[src/design/assert_macros.svh]
// assertion helpers shared by the design files
`ifndef ASSERT_MACROS_SVH
`define ASSERT_MACROS_SVH

// same-cycle implication, disabled while reset is low
`define FBSP_ASSERT_IMPL(label, clk, rst_n, ante, cons, msg) \
    label: assert property (@(posedge clk) disable iff (!rst_n) (ante) |-> (cons)) \
        else $error(msg);

// next-cycle implication, disabled while reset is low
`define FBSP_ASSERT_NEXT(label, clk, rst_n, ante, cons, msg) \
    label: assert property (@(posedge clk) disable iff (!rst_n) (ante) |=> (cons)) \
        else $error(msg);

`endif

[src/design/fbsp_pkg.sv]
package fbsp_pkg;

    // default size of one payload bank
    localparam int MAX_PAYLOAD_DEF = 32;
    // widths sized for the largest supported payload bank (64 entries)
    localparam int ADDR_W = 6;
    localparam int CNT_W = 7;
    localparam int CFG_IDX_W = 3;
    // two frames in flight: one being emitted, one being received
    localparam int QUEUE_DEPTH = 2;

    // configuration register indexes
    typedef enum logic [CFG_IDX_W-1:0] {
        CFG_HEAD  = 3'd0,
        CFG_TAIL0 = 3'd1,
        CFG_TAIL1 = 3'd2,
        CFG_TAIL2 = 3'd3,
        CFG_TAIL3 = 3'd4
    } t_cfg_idx;

    // configuration write
    typedef struct packed {
        logic                 we;
        logic [CFG_IDX_W-1:0] idx;
        logic [7:0]           data;
    } t_cfg_wr;

    // payload store write from the parser
    typedef struct packed {
        logic              we;
        logic              bank;
        logic [ADDR_W-1:0] addr;
        logic [7:0]        data;
    } t_mem_wr;

    // completed frame handed to the emitter
    typedef struct packed {
        logic [7:0]       src;
        logic [7:0]       dst;
        logic [7:0]       cmd;
        logic [7:0]       len;
        logic [CNT_W-1:0] count;
        logic             trunc;
        logic             bank;
    } t_desc;

endpackage

[src/design/fbsp_in_if.sv]
interface fbsp_in_if;
    logic       valid;
    logic       ready;
    logic [7:0] rx_byte;

    modport source (output valid, output rx_byte, input ready);
    modport sink (input valid, input rx_byte, output ready);
endinterface

[src/design/fbsp_out_if.sv]
interface fbsp_out_if;
    logic       valid;
    logic       ready;
    logic [7:0] source_id;
    logic [7:0] dest_id;
    logic [7:0] command;
    logic [7:0] length_field;
    logic       has_payload;
    logic [4:0] payload_index;
    logic [7:0] payload_byte;
    logic       truncated;
    logic       last;

    modport source (
        output valid, output source_id, output dest_id, output command,
        output length_field, output has_payload, output payload_index,
        output payload_byte, output truncated, output last,
        input ready
    );
    modport sink (
        input valid, input source_id, input dest_id, input command,
        input length_field, input has_payload, input payload_index,
        input payload_byte, input truncated, input last,
        output ready
    );
endinterface

[src/design/fbsp_front.sv]
`include "assert_macros.svh"

module fbsp_front #(
    parameter int MAX_PAYLOAD = fbsp_pkg::MAX_PAYLOAD_DEF
) (
    input  logic              i_clk,
    input  logic              i_rst_n,
    input  fbsp_pkg::t_cfg_wr i_cfg,
    fbsp_in_if.sink           i_in,
    input  logic              i_full,
    output logic              o_push,
    output fbsp_pkg::t_desc   o_desc,
    output fbsp_pkg::t_mem_wr o_wr
);

    typedef enum logic [9:0] {
        PH_HEAD = 10'b00_0000_0001,
        PH_SRC  = 10'b00_0000_0010,
        PH_DST  = 10'b00_0000_0100,
        PH_LEN  = 10'b00_0000_1000,
        PH_CMD  = 10'b00_0001_0000,
        PH_DATA = 10'b00_0010_0000,
        PH_T0   = 10'b00_0100_0000,
        PH_T1   = 10'b00_1000_0000,
        PH_T2   = 10'b01_0000_0000,
        PH_T3   = 10'b10_0000_0000
    } t_phase;

    localparam logic [7:0] MAX_B = 8'(MAX_PAYLOAD);

    logic [7:0] r_head, r_tail0, r_tail1, r_tail2, r_tail3;
    t_phase     r_phase, n_phase;
    logic [7:0] r_src, n_src, r_dst, n_dst, r_len, n_len, r_cmd, n_cmd;
    logic [7:0] r_count, n_count;
    logic       r_bank, n_bank;
    logic       accept;
    logic [8:0] count_inc;

    // configuration registers
    always_ff @(posedge i_clk) begin
        if (!i_rst_n) begin
            r_head  <= 8'h00;
            r_tail0 <= 8'h00;
            r_tail1 <= 8'h00;
            r_tail2 <= 8'h00;
            r_tail3 <= 8'h00;
        end else if (i_cfg.we) begin
            case (i_cfg.idx)
                fbsp_pkg::CFG_HEAD:  r_head  <= i_cfg.data;
                fbsp_pkg::CFG_TAIL0: r_tail0 <= i_cfg.data;
                fbsp_pkg::CFG_TAIL1: r_tail1 <= i_cfg.data;
                fbsp_pkg::CFG_TAIL2: r_tail2 <= i_cfg.data;
                fbsp_pkg::CFG_TAIL3: r_tail3 <= i_cfg.data;
                default: ;
            endcase
        end
    end

    // hold off while both payload banks are owned by queued frames
    assign i_in.ready = !i_full;
    assign accept     = i_in.valid && i_in.ready;
    assign count_inc  = {1'b0, r_count} + 9'd1;

    // frame parser
    always_comb begin
        n_phase = r_phase;
        n_src   = r_src;
        n_dst   = r_dst;
        n_len   = r_len;
        n_cmd   = r_cmd;
        n_count = r_count;
        n_bank  = r_bank;
        o_push  = 1'b0;
        o_wr.we   = 1'b0;
        o_wr.bank = r_bank;
        o_wr.addr = r_count[fbsp_pkg::ADDR_W-1:0];
        o_wr.data = i_in.rx_byte;
        if (accept) begin
            case (r_phase)
                PH_HEAD: begin
                    if (i_in.rx_byte == r_head) n_phase = PH_SRC;
                end
                PH_SRC: begin
                    n_src   = i_in.rx_byte;
                    n_phase = PH_DST;
                end
                PH_DST: begin
                    n_dst   = i_in.rx_byte;
                    n_phase = PH_LEN;
                end
                PH_LEN: begin
                    n_len   = i_in.rx_byte;
                    n_phase = (i_in.rx_byte == 8'h00) ? PH_HEAD : PH_CMD;
                end
                PH_CMD: begin
                    n_cmd   = i_in.rx_byte;
                    n_count = 8'h00;
                    n_phase = (r_len == 8'h01) ? PH_T0 : PH_DATA;
                end
                PH_DATA: begin
                    o_wr.we = (r_count < MAX_B);
                    n_count = count_inc[7:0];
                    if (count_inc + 9'd1 >= {1'b0, r_len}) n_phase = PH_T0;
                end
                PH_T0: n_phase = (i_in.rx_byte == r_tail0) ? PH_T1 : PH_HEAD;
                PH_T1: n_phase = (i_in.rx_byte == r_tail1) ? PH_T2 : PH_HEAD;
                PH_T2: n_phase = (i_in.rx_byte == r_tail2) ? PH_T3 : PH_HEAD;
                PH_T3: begin
                    n_phase = PH_HEAD;
                    if (i_in.rx_byte == r_tail3) begin
                        o_push = 1'b1;
                        n_bank = !r_bank;
                    end
                end
                default: n_phase = PH_HEAD;
            endcase
        end
    end

    // descriptor of the frame just closed
    always_comb begin
        o_desc.src   = r_src;
        o_desc.dst   = r_dst;
        o_desc.cmd   = r_cmd;
        o_desc.len   = r_len;
        o_desc.trunc = (r_count > MAX_B);
        o_desc.count = (r_count > MAX_B) ? fbsp_pkg::CNT_W'(MAX_PAYLOAD)
                                         : r_count[fbsp_pkg::CNT_W-1:0];
        o_desc.bank  = r_bank;
    end

    // control state
    always_ff @(posedge i_clk) begin
        if (!i_rst_n) begin
            r_phase <= PH_HEAD;
            r_bank  <= 1'b0;
        end else begin
            r_phase <= n_phase;
            r_bank  <= n_bank;
        end
    end

    // header fields
    always_ff @(posedge i_clk) begin
        r_src   <= n_src;
        r_dst   <= n_dst;
        r_len   <= n_len;
        r_cmd   <= n_cmd;
        r_count <= n_count;
    end

    `FBSP_ASSERT_IMPL(a_wr_in_data, i_clk, i_rst_n, o_wr.we, r_phase == PH_DATA && accept, "payload write outside data phase")
    `FBSP_ASSERT_IMPL(a_push_room, i_clk, i_rst_n, o_push, !i_full && r_phase == PH_T3, "frame pushed without queue room")

endmodule

[src/design/fbsp_desc_fifo.sv]
`include "assert_macros.svh"

module fbsp_desc_fifo (
    input  logic            i_clk,
    input  logic            i_rst_n,
    input  logic            i_push,
    input  fbsp_pkg::t_desc i_desc,
    input  logic            i_pop,
    output logic            o_valid,
    output logic            o_full,
    output fbsp_pkg::t_desc o_desc
);

    localparam int DEPTH = fbsp_pkg::QUEUE_DEPTH;
    localparam int PW = $clog2(DEPTH);
    localparam int CW = $clog2(DEPTH + 1);

    fbsp_pkg::t_desc r_ent [DEPTH];
    logic [PW-1:0]   r_wr, r_rd;
    logic [CW-1:0]   r_count;

    assign o_valid = (r_count != '0);
    assign o_full  = (r_count == CW'(DEPTH));
    assign o_desc  = r_ent[r_rd];

    // pointers and fill level
    always_ff @(posedge i_clk) begin
        if (!i_rst_n) begin
            r_wr    <= '0;
            r_rd    <= '0;
            r_count <= '0;
        end else begin
            if (i_push) r_wr <= r_wr + PW'(1);
            if (i_pop) r_rd <= r_rd + PW'(1);
            if (i_push && !i_pop) r_count <= r_count + CW'(1);
            else if (!i_push && i_pop) r_count <= r_count - CW'(1);
        end
    end

    // entry storage
    always_ff @(posedge i_clk) begin
        if (i_push) r_ent[r_wr] <= i_desc;
    end

    `FBSP_ASSERT_IMPL(a_no_underflow, i_clk, i_rst_n, i_pop, o_valid, "pop from empty frame queue")
    `FBSP_ASSERT_NEXT(a_fill_up, i_clk, i_rst_n, i_push && !i_pop, r_count == $past(r_count) + CW'(1), "frame queue level lost a push")

endmodule

[src/design/fbsp_back.sv]
`include "assert_macros.svh"

module fbsp_back #(
    parameter int MAX_PAYLOAD = fbsp_pkg::MAX_PAYLOAD_DEF
) (
    input  logic              i_clk,
    input  logic              i_rst_n,
    input  fbsp_pkg::t_mem_wr i_wr,
    input  logic              i_q_valid,
    input  fbsp_pkg::t_desc   i_q_desc,
    output logic              o_pop,
    fbsp_out_if.source        o_out
);

    localparam int AW = (MAX_PAYLOAD > 1) ? $clog2(MAX_PAYLOAD) : 1;
    localparam int KW = $clog2(MAX_PAYLOAD + 1);
    localparam int CW = fbsp_pkg::CNT_W;

    // two payload banks, one per frame in flight
    logic [7:0]    r_mem [2][MAX_PAYLOAD];
    logic [KW-1:0] r_k;
    logic [CW-1:0] k_ext;
    logic          hdr_only, is_last, load;

    logic          r_o_valid;
    logic [7:0]    r_o_src, r_o_dst, r_o_cmd, r_o_len, r_o_byte;
    logic          r_o_has, r_o_trunc, r_o_last;
    logic [4:0]    r_o_idx;

    assign k_ext    = CW'(r_k);
    assign hdr_only = (i_q_desc.count == '0);
    assign is_last  = hdr_only || (k_ext + CW'(1) == i_q_desc.count);
    assign load     = i_q_valid && (!r_o_valid || o_out.ready);
    assign o_pop    = load && is_last;

    // payload store write
    always_ff @(posedge i_clk) begin
        if (i_wr.we) r_mem[i_wr.bank][i_wr.addr[AW-1:0]] <= i_wr.data;
    end

    // result counter and output valid
    always_ff @(posedge i_clk) begin
        if (!i_rst_n) begin
            r_o_valid <= 1'b0;
            r_k       <= '0;
        end else begin
            if (load) r_o_valid <= 1'b1;
            else if (o_out.ready) r_o_valid <= 1'b0;
            if (load) r_k <= is_last ? '0 : r_k + KW'(1);
        end
    end

    // output register, payload byte read straight from the store
    always_ff @(posedge i_clk) begin
        if (load) begin
            r_o_src   <= i_q_desc.src;
            r_o_dst   <= i_q_desc.dst;
            r_o_cmd   <= i_q_desc.cmd;
            r_o_len   <= i_q_desc.len;
            r_o_has   <= !hdr_only;
            r_o_idx   <= hdr_only ? 5'd0 : k_ext[4:0];
            r_o_byte  <= hdr_only ? 8'h00 : r_mem[i_q_desc.bank][r_k[AW-1:0]];
            r_o_trunc <= !hdr_only && i_q_desc.trunc;
            r_o_last  <= is_last;
        end
    end

    assign o_out.valid         = r_o_valid;
    assign o_out.source_id     = r_o_src;
    assign o_out.dest_id       = r_o_dst;
    assign o_out.command       = r_o_cmd;
    assign o_out.length_field  = r_o_len;
    assign o_out.has_payload   = r_o_has;
    assign o_out.payload_index = r_o_idx;
    assign o_out.payload_byte  = r_o_byte;
    assign o_out.truncated     = r_o_trunc;
    assign o_out.last          = r_o_last;

    `FBSP_ASSERT_NEXT(a_pop_on_last, i_clk, i_rst_n, o_pop, r_o_valid && r_o_last && r_k == '0, "frame released before its last result")

endmodule

[src/design/framed_byte_stream_parser_core.sv]
// Framed byte stream parser. One received byte is taken per cycle on i_in; the parser hunts
// for head, source, destination, length, command, data and four tail bytes, storing up to
// MAX_PAYLOAD data bytes in one of two payload banks. A completed frame goes into a two-entry
// frame queue and is emitted on o_out at one result per ready cycle: one result per stored
// data byte, or one header-only result. Input is taken every cycle except while two completed
// frames are still queued for output, since each owns one payload bank; the output rate is
// set by the single output register, loaded together with the one read port of the store. The
// user writes tail and head values via the i_cfg_* port while idle; the block does not check.
module framed_byte_stream_parser_core #(
    parameter int MAX_PAYLOAD = fbsp_pkg::MAX_PAYLOAD_DEF
) (
    input  logic                           i_clk,
    input  logic                           i_rst_n,
    input  logic                           i_cfg_we,
    input  logic [fbsp_pkg::CFG_IDX_W-1:0] i_cfg_idx,
    input  logic [7:0]                     i_cfg_data,
    fbsp_in_if.sink                        i_in,
    fbsp_out_if.source                     o_out
);

    fbsp_pkg::t_cfg_wr cfg;
    fbsp_pkg::t_mem_wr mem_wr;
    fbsp_pkg::t_desc   push_desc, head_desc;
    logic              push, pop, q_valid, q_full;

    assign cfg.we   = i_cfg_we;
    assign cfg.idx  = i_cfg_idx;
    assign cfg.data = i_cfg_data;

    // byte parser
    fbsp_front #(.MAX_PAYLOAD(MAX_PAYLOAD)) u_front (
        .i_clk   (i_clk),
        .i_rst_n (i_rst_n),
        .i_cfg   (cfg),
        .i_in    (i_in),
        .i_full  (q_full),
        .o_push  (push),
        .o_desc  (push_desc),
        .o_wr    (mem_wr)
    );

    // completed frames waiting for output
    fbsp_desc_fifo u_fifo (
        .i_clk   (i_clk),
        .i_rst_n (i_rst_n),
        .i_push  (push),
        .i_desc  (push_desc),
        .i_pop   (pop),
        .o_valid (q_valid),
        .o_full  (q_full),
        .o_desc  (head_desc)
    );

    // result emitter with payload store
    fbsp_back #(.MAX_PAYLOAD(MAX_PAYLOAD)) u_back (
        .i_clk     (i_clk),
        .i_rst_n   (i_rst_n),
        .i_wr      (mem_wr),
        .i_q_valid (q_valid),
        .i_q_desc  (head_desc),
        .o_pop     (pop),
        .o_out     (o_out)
    );

endmodule

[src/flat_wrapper.sv]
// flat-port wrapper written by rule: the top's interface ports become plain ports
module framed_byte_stream_parser_core_flat 
#(
    parameter int MAX_PAYLOAD = fbsp_pkg::MAX_PAYLOAD_DEF
)
  (i_clk, i_rst_n, i_cfg_we, i_cfg_idx, i_cfg_data, i_in_valid, i_in_rx_byte, i_in_ready, o_out_valid, o_out_source_id, o_out_dest_id, o_out_command, o_out_length_field, o_out_has_payload, o_out_payload_index, o_out_payload_byte, o_out_truncated, o_out_last, o_out_ready);
  fbsp_in_if i_in_i ();
  fbsp_out_if o_out_i ();
  input  logic i_clk;
  input  logic i_rst_n;
  input  logic i_cfg_we;
  input  logic [fbsp_pkg::CFG_IDX_W-1:0] i_cfg_idx;
  input  logic [7:0] i_cfg_data;
  input wire logic [$bits(i_in_i.valid)-1:0] i_in_valid;
  input wire logic [$bits(i_in_i.rx_byte)-1:0] i_in_rx_byte;
  output wire logic [$bits(i_in_i.ready)-1:0] i_in_ready;
  output wire logic [$bits(o_out_i.valid)-1:0] o_out_valid;
  output wire logic [$bits(o_out_i.source_id)-1:0] o_out_source_id;
  output wire logic [$bits(o_out_i.dest_id)-1:0] o_out_dest_id;
  output wire logic [$bits(o_out_i.command)-1:0] o_out_command;
  output wire logic [$bits(o_out_i.length_field)-1:0] o_out_length_field;
  output wire logic [$bits(o_out_i.has_payload)-1:0] o_out_has_payload;
  output wire logic [$bits(o_out_i.payload_index)-1:0] o_out_payload_index;
  output wire logic [$bits(o_out_i.payload_byte)-1:0] o_out_payload_byte;
  output wire logic [$bits(o_out_i.truncated)-1:0] o_out_truncated;
  output wire logic [$bits(o_out_i.last)-1:0] o_out_last;
  input wire logic [$bits(o_out_i.ready)-1:0] o_out_ready;
  assign i_in_i.valid = i_in_valid;
  assign i_in_i.rx_byte = i_in_rx_byte;
  assign i_in_ready = i_in_i.ready;
  assign o_out_valid = o_out_i.valid;
  assign o_out_source_id = o_out_i.source_id;
  assign o_out_dest_id = o_out_i.dest_id;
  assign o_out_command = o_out_i.command;
  assign o_out_length_field = o_out_i.length_field;
  assign o_out_has_payload = o_out_i.has_payload;
  assign o_out_payload_index = o_out_i.payload_index;
  assign o_out_payload_byte = o_out_i.payload_byte;
  assign o_out_truncated = o_out_i.truncated;
  assign o_out_last = o_out_i.last;
  assign o_out_i.ready = o_out_ready;
  framed_byte_stream_parser_core #(.MAX_PAYLOAD(MAX_PAYLOAD)) u_core (.i_clk(i_clk), .i_rst_n(i_rst_n), .i_cfg_we(i_cfg_we), .i_cfg_idx(i_cfg_idx), .i_cfg_data(i_cfg_data), .i_in(i_in_i), .o_out(o_out_i));
endmodule
[config.mk]
export PLATFORM = sky130hd
export DESIGN_NAME = framed_byte_stream_parser_core_flat
export DESIGN_NICKNAME = d
export VERILOG_FILES = /design/src/design/fbsp_pkg.sv /design/src/design/fbsp_in_if.sv /design/src/design/fbsp_out_if.sv /design/src/design/fbsp_front.sv /design/src/design/fbsp_desc_fifo.sv /design/src/design/fbsp_back.sv /design/src/design/framed_byte_stream_parser_core.sv /design/src/flat_wrapper.sv
export VERILOG_INCLUDE_DIRS = /design/src /design/src/design
export SDC_FILE = /design/constraint.sdc
export NUM_CORES = 1
export LEC_CHECK = 0
export BUFFER_PORTS_ARGS = -buffer_cell sky130_fd_sc_hd__buf_2
export CAP_MARGIN = 5
export CORE_MARGIN = 10
export CORE_UTILIZATION = 40
export CTS_CLUSTER_DIAMETER = 80
export DETAILED_ROUTE_END_ITERATION = 6
export PLACE_DENSITY = 0.6
export SLEW_MARGIN = 20
export SYNTH_ARGS = -nofsm -noshare
export SYNTH_HDL_FRONTEND = slang
export SYNTH_HIERARCHICAL = 1
export SYNTH_SLANG_ARGS = --single-unit
export TNS_END_PERCENT = 20
[constraint.sdc]
create_clock -name i_clk -period 4.48 [get_ports i_clk]
set_input_delay 0.224 -clock i_clk [delete_from_list [all_inputs] [get_ports i_clk]]
set_output_delay 0.224 -clock i_clk [all_outputs]
set_load 0.05 [all_outputs]
=== Word-level counts from Yosys, hierarchy flattened ===
Memory sizes are Yosys's and may differ from the RTL's. A register that Yosys moved wholly into a read port is not among the register bits.
Index checks and enable logic that the tools add are counted.

* Bits of input ports: 24
* ROM bits: 0
* Output and inout bits: 50
* Latch bits: 0
* Word-level logic and storage cells: 133
* Register bits after elaboration: 150
* Memories kept: 2
* RAM bits: 594

* Shift operators: 0
* Multipliers: 0
* Add/subtract/negate cells: 8
* Multiplexer cells: 31
* Bitwise gates (word level): 2
* Eq/ne operators: 24
* Order comparisons: 6
* Reduce and logical (&&, ||, !) cells: 34
* Divide/modulo/power cells: 0

{| class="wikitable"
|+ Memory list
! memory !! depth !! width !! rd ports !! clocked after Yosys merged registers in !! wr ports !! RTL line !! text
|-
| u_core.u_back.r_mem || 2 || 256 || 1 || 0 || 1 || fbsp_back.sv:20 || <nowiki>logic [7:0] r_mem [2][MAX_PAYLOAD];</nowiki>
|-
| u_core.u_fifo.r_ent || 2 || 41 || 1 || 1 || 1 || fbsp_desc_fifo.sv:18 || <nowiki>fbsp_pkg::t_desc r_ent [DEPTH];</nowiki>
|}

{| class="wikitable"
|+ Operators by type and width
! operator !! number
|-
| 256-bit two-way mux || 1
|-
| 10-bit one-hot mux with 9 select lines || 1
|-
| 8-bit binary-select mux with 5-bit select || 1
|-
| 8-bit demux with 5-bit select || 1
|-
| 8-bit == test || 5
|-
| 8-bit two-way mux || 4
|-
| 10-bit two-way mux || 3
|-
| 2-bit AND reduction || 10
|-
| 8-bit one-hot mux with 2 select lines || 1
|-
| 7-bit two-way mux || 2
|-
| 6-bit >= comparator (second input constant) || 2
|-
| 1-bit two-way mux || 12
|-
| 5-bit NOT with 6-bit output || 2
|-
| 10-bit by 1-bit == test with 1-bit output (second input constant) || 1
|-
| 10-bit == test (second input constant) || 1
|-
| 10-bit by 2-bit == test with 1-bit output (second input constant) || 1
|-
| 10-bit by 3-bit == test with 1-bit output (second input constant) || 1
|-
| 10-bit by 4-bit == test with 1-bit output (second input constant) || 1
|-
| 10-bit by 5-bit == test with 1-bit output (second input constant) || 1
|-
| 10-bit by 6-bit == test with 1-bit output (second input constant) || 1
|-
| 10-bit by 7-bit == test with 1-bit output (second input constant) || 1
|-
| 10-bit by 8-bit == test with 1-bit output (second input constant) || 1
|-
| 10-bit by 9-bit == test with 1-bit output (second input constant) || 1
|-
| 8-bit by 1-bit adder with 9-bit output (second input constant) || 1
|-
| 29 further kinds || 49
|}

=== Logic depth before layout (Yosys ltp) ===
* Depth in word-level cells: 8
* Gate-level depth with buffers: 13
* Mapped depth without buffers: 12

=== Cells and area by module ===
Netlist, hierarchy kept.

{| class="wikitable"
|+ Modules (own cells, without submodules)
! module !! cells an instance !! area an instance (µm²) !! times used
|-
| fbsp_back || 1029 || 21991.1 || 1
|-
| fbsp_front || 494 || 4702.0 || 1
|-
| fbsp_desc_fifo || 150 || 3180.6 || 1
|}

=== Worst setup path after synthesis ===
No wires, ideal clock.

* Path kind: reg-to-reg
* Start: register u_core.u_fifo.r_count[0]
* End: memory u_core/u_fifo/r_ent[0][0] (netlist bit), enable pin
* Required time: 4.035 ns
* Setup slack: 0.126 ns
* Cell stages (with the launch flop): 7
* Path buffers: 0
* Arrival time: 3.909 ns
* Setup time: 0.445 ns
* Cells stage by stage: dfxtp_1 and2b_2 inv_1 nand2_1 or4b_1 nor4_2 nor2b_1

* Word-level cells in the longest chain between the ends: 6

{| class="wikitable"
|+ RTL lines
! item !! RTL line !! text
|-
| start, declared || fbsp_desc_fifo.sv:20 || <nowiki>logic [CW-1:0] r_count;</nowiki>
|-
| start signal, assigned || fbsp_desc_fifo.sv:35 || <nowiki>if (i_push && !i_pop) r_count <= r_count + CW'(1);</nowiki>
|-
| start signal, assigned || fbsp_desc_fifo.sv:36 || <nowiki>else if (!i_push && i_pop) r_count <= r_count - CW'(1);</nowiki>
|-
| 2-bit == test || fbsp_desc_fifo.sv:23 || <nowiki>assign o_full = (r_count == CW'(DEPTH));</nowiki>
|-
| via u_core.q_full || framed_byte_stream_parser_core.sv:24 || <nowiki>logic push, pop, q_valid, q_full;</nowiki>
|-
| 1-bit logical NOT || fbsp_front.sv:60 || <nowiki>assign i_in.ready = !i_full;</nowiki>
|-
| via i_in_ready || flat_wrapper.sv:16 || <nowiki>output wire logic [$bits(i_in_i.ready)-1:0] i_in_ready;</nowiki>
|-
| 1-bit logical AND || fbsp_front.sv:61 || <nowiki>assign accept = i_in.valid && i_in.ready;</nowiki>
|-
| 1-bit two-way mux || fbsp_front.sv:78 || <nowiki>if (accept) begin</nowiki>
|-
| via u_core.push || framed_byte_stream_parser_core.sv:24 ||
|-
| 1-bit two-way mux || fbsp_desc_fifo.sv:42 || <nowiki>if (i_push) r_ent[r_wr] <= i_desc;</nowiki>
|-
| 1-bit two-way mux (not written as such) || fbsp_desc_fifo.sv:42 ||
|-
| end, declared || fbsp_desc_fifo.sv:18 ||
|}

The timed path passes the listed nets, and every way through them passes these cells.

==> run metrics <==
# fillers=roughly 6.2k; setup TNS=0 ns; Initial Utilization=40.25%; final hold violations=0; end point of the critical path=u_core/u_back/r_mem[1][88]; Max VDD drop=0.0002796 V; fmax=0.2753 GHz; die area=86,000 um2; Mapped Nets=~1.7k; 1st-iter DRT viols=1,233; period utilization=81.09%; area occupied by multi-input gates=7512 um2; clk_skew=0.02854 ns; Layout area overhead=13.52%; RSZ-0062 raised after global routing=false; total CTS buffers=75; startpoint types=flop; Inst Count DP=2,673; Detail Route Antenna Nets=0; Slew @ Worst Pin=1.089 ns; Tightest Hold Check Type=in -> reg; Final HPWL DP=40.62 mm; Inserted Diodes=0; met3 Resource Use GR=2.498%; first-pass GRT wire length=approximately 100 mm; Root Buffer=clkbuf_16; Final Net Count=1,826; Worst Setup Path Type=reg -> reg; critical path, cell by cell=nor4_4, and3_1, nand2_2, nor3_1, nor2b_1, nand2_1, nor2_1; status=complete, no violations; routability cong.=between 0.8 and 0.9; Via density=5.437; R2R Setup Slk=0.85 ns; RR Endpoint=u_core/u_back/r_mem[1][88]; Clock Pin Slew Worst Setup and Hold Paths=approximately 0.06 ns; CP Data Arrival Time=3.87 ns; Clock Path Buffers=3; htree depth=3; global route overflow=0; Slew HR=between 20% and 30%; via count=15.33k; commonest non-fill, non-tap cell in the layout=edfxtp_1; Cell Count, Final, Fillers Out=2,820; crit path max-delay cell type=nor2_1; Storage cell area=21,750 um2; M1 GR Usage=21.25%; hold-fix buffers at CTS=8; CTS resizes=0; crit-path max FO=9; TritonCTS sink count=745; CTS tree=built; vias in the first global route=15.83k; pin count of the biggest net entering global routing=100; synth warn=6; share of cells above drive strength 1=25.01%; Mapped Cells=1,672; antenna violations before repair=0; Setup Buffers After CTS=0; gr busiest metal=met2; Max Slew Vio Count=0; max-cap violations=0; LEAKAGE=10.69 nW; drt wl/cell=24.37 um; GRT Util Overall=16.01%; DIE HEIGHT=293.3 um; wirelength, routed=68.73 mm; design area=33,910 um2; Syn Area/Cell=17.86 um2; DP Area=~31,000 um2; Setup Viol. Count Final=0; I/O Buffers=73; drt drc=0; Critical R2R Launch=u_core/u_front/r_phase[7]; met2 usage=27.07%; Register-to-Register Path Depth=7; die width=293.3 um; Clock Latency Late Sink=0.62 ns; kind of end point of the critical path=flop; power per cell area=408.5 nW/um2; crit-path max cell delay=0.78 ns; post-route minimum period=3.633 ns; Core Area=about 74,000 um2; Critical Path RT=4.72 ns; IO Pins=74; cell area after synthesis=29,870 um2; Pre-Repair DR Iteration Count=7; num rows=100; fin util=45.70%; most frequent cells in the layout=682 x edfxtp_1, 144 x mux4_2, 111 x nor2_1; Critical Path Start=u_core/u_front/r_phase[7]
## worst max-delay path: cells and delay by family (launching register included)
kind             cells  cell delay, ns
DFF                  1            0.38
and+or+nand+nor      7            2.87
## area by class of cell
| class | count | share of cell area, % |
|---|---|---|
| Tap cell | 969 | 3.576 |
| Clock inverter | 45 | 1.052 |
| Timing Repair Buffer | 144 | 2.856 |
| Clock buffer | 94 | 5.964 |
| Sequential cell | 745 | 64.15 |
| Multi-Input combinational cell | 801 | 22.16 |
| Inverter | 22 | 0.2436 |
## where the power goes
part / switching (W) / total, W / internal [W]
combinational: 0.000175 / 0.000234 / 0.0000589
clock: 0.00258 / 0.00604 / 0.00346
sequential: 0.0000122 / 0.00758 / 0.00757
total: 0.00277 / 0.0139 / 0.0111
## worst min path at each step
stage / start / endpoint / slack [ns] / cells past startpoint
floorplan: i_in_rx_byte[0] / u_core/u_front/r_cmd[0] / 0.32 / 0
global placement: u_core/u_front/r_dst[2] / u_core/u_fifo/r_ent[0][27] / 0.42 / 0
detailed placement: u_core/u_front/r_src[0] / u_core/u_fifo/r_ent[1][33] / 0.43 / 0
CTS: o_out_ready / u_core/u_back/o_out.valid / 0.02 / 3
global route: o_out_ready / u_core/u_back/o_out.valid / 0.06 / 3
finish: o_out_ready / u_core/u_back/o_out.valid / 0.02 / 3
## per-stage QoR
| stage | setup WS, ns | power, W | hold WS, ns |
|---|---|---|---|
| floorplan | 0.1257 | 0.007854 | 0.3229 |
| finish | 0.8470 | 0.01385 | 0.02403 |
| global route | 0.4672 | 0.01429 | 0.05670 |
| detailed placement | 0.8619 | 0.007961 | 0.4304 |
| CTS | 0.8445 | 0.01399 | 0.01925 |
| global placement | 0.9073 | 0.007953 | 0.4222 |
## flip-flops by register name, summed over array words and instances (netlist names), 2 cells and up, named ones only
name                               flops
u_core/u_back/o_out.payload_index      5
u_core/u_front/r_tail0                 8
u_core/u_front/r_tail3                 8
u_core/u_back/o_out.source_id          8
u_core/u_front/r_count                 8
u_core/u_back/o_out.command            8
u_core/u_front/r_dst                   8
u_core/u_front/r_tail2                 8
u_core/u_back/o_out.dest_id            8
u_core/u_back/o_out.payload_byte       8
u_core/u_front/r_tail1                 8
u_core/u_fifo/r_count                  2
u_core/u_fifo/r_ent                   82
u_core/u_back/r_mem                  512
u_core/u_front/r_len                   8
u_core/u_front/r_head                  8
u_core/u_back/o_out.length_field       8
u_core/u_front/r_cmd                   8
u_core/u_front/r_src                   8
u_core/u_front/r_phase                10
u_core/u_back/r_k                      6
## layer usage
metal  part of all wire (%)  wire [um]
met1                     43      29330
met2                     50      34560
met3                    5.1       3486
met4                    2.0       1350
met5                      0          0
Power figures use the tool's default switching activity.
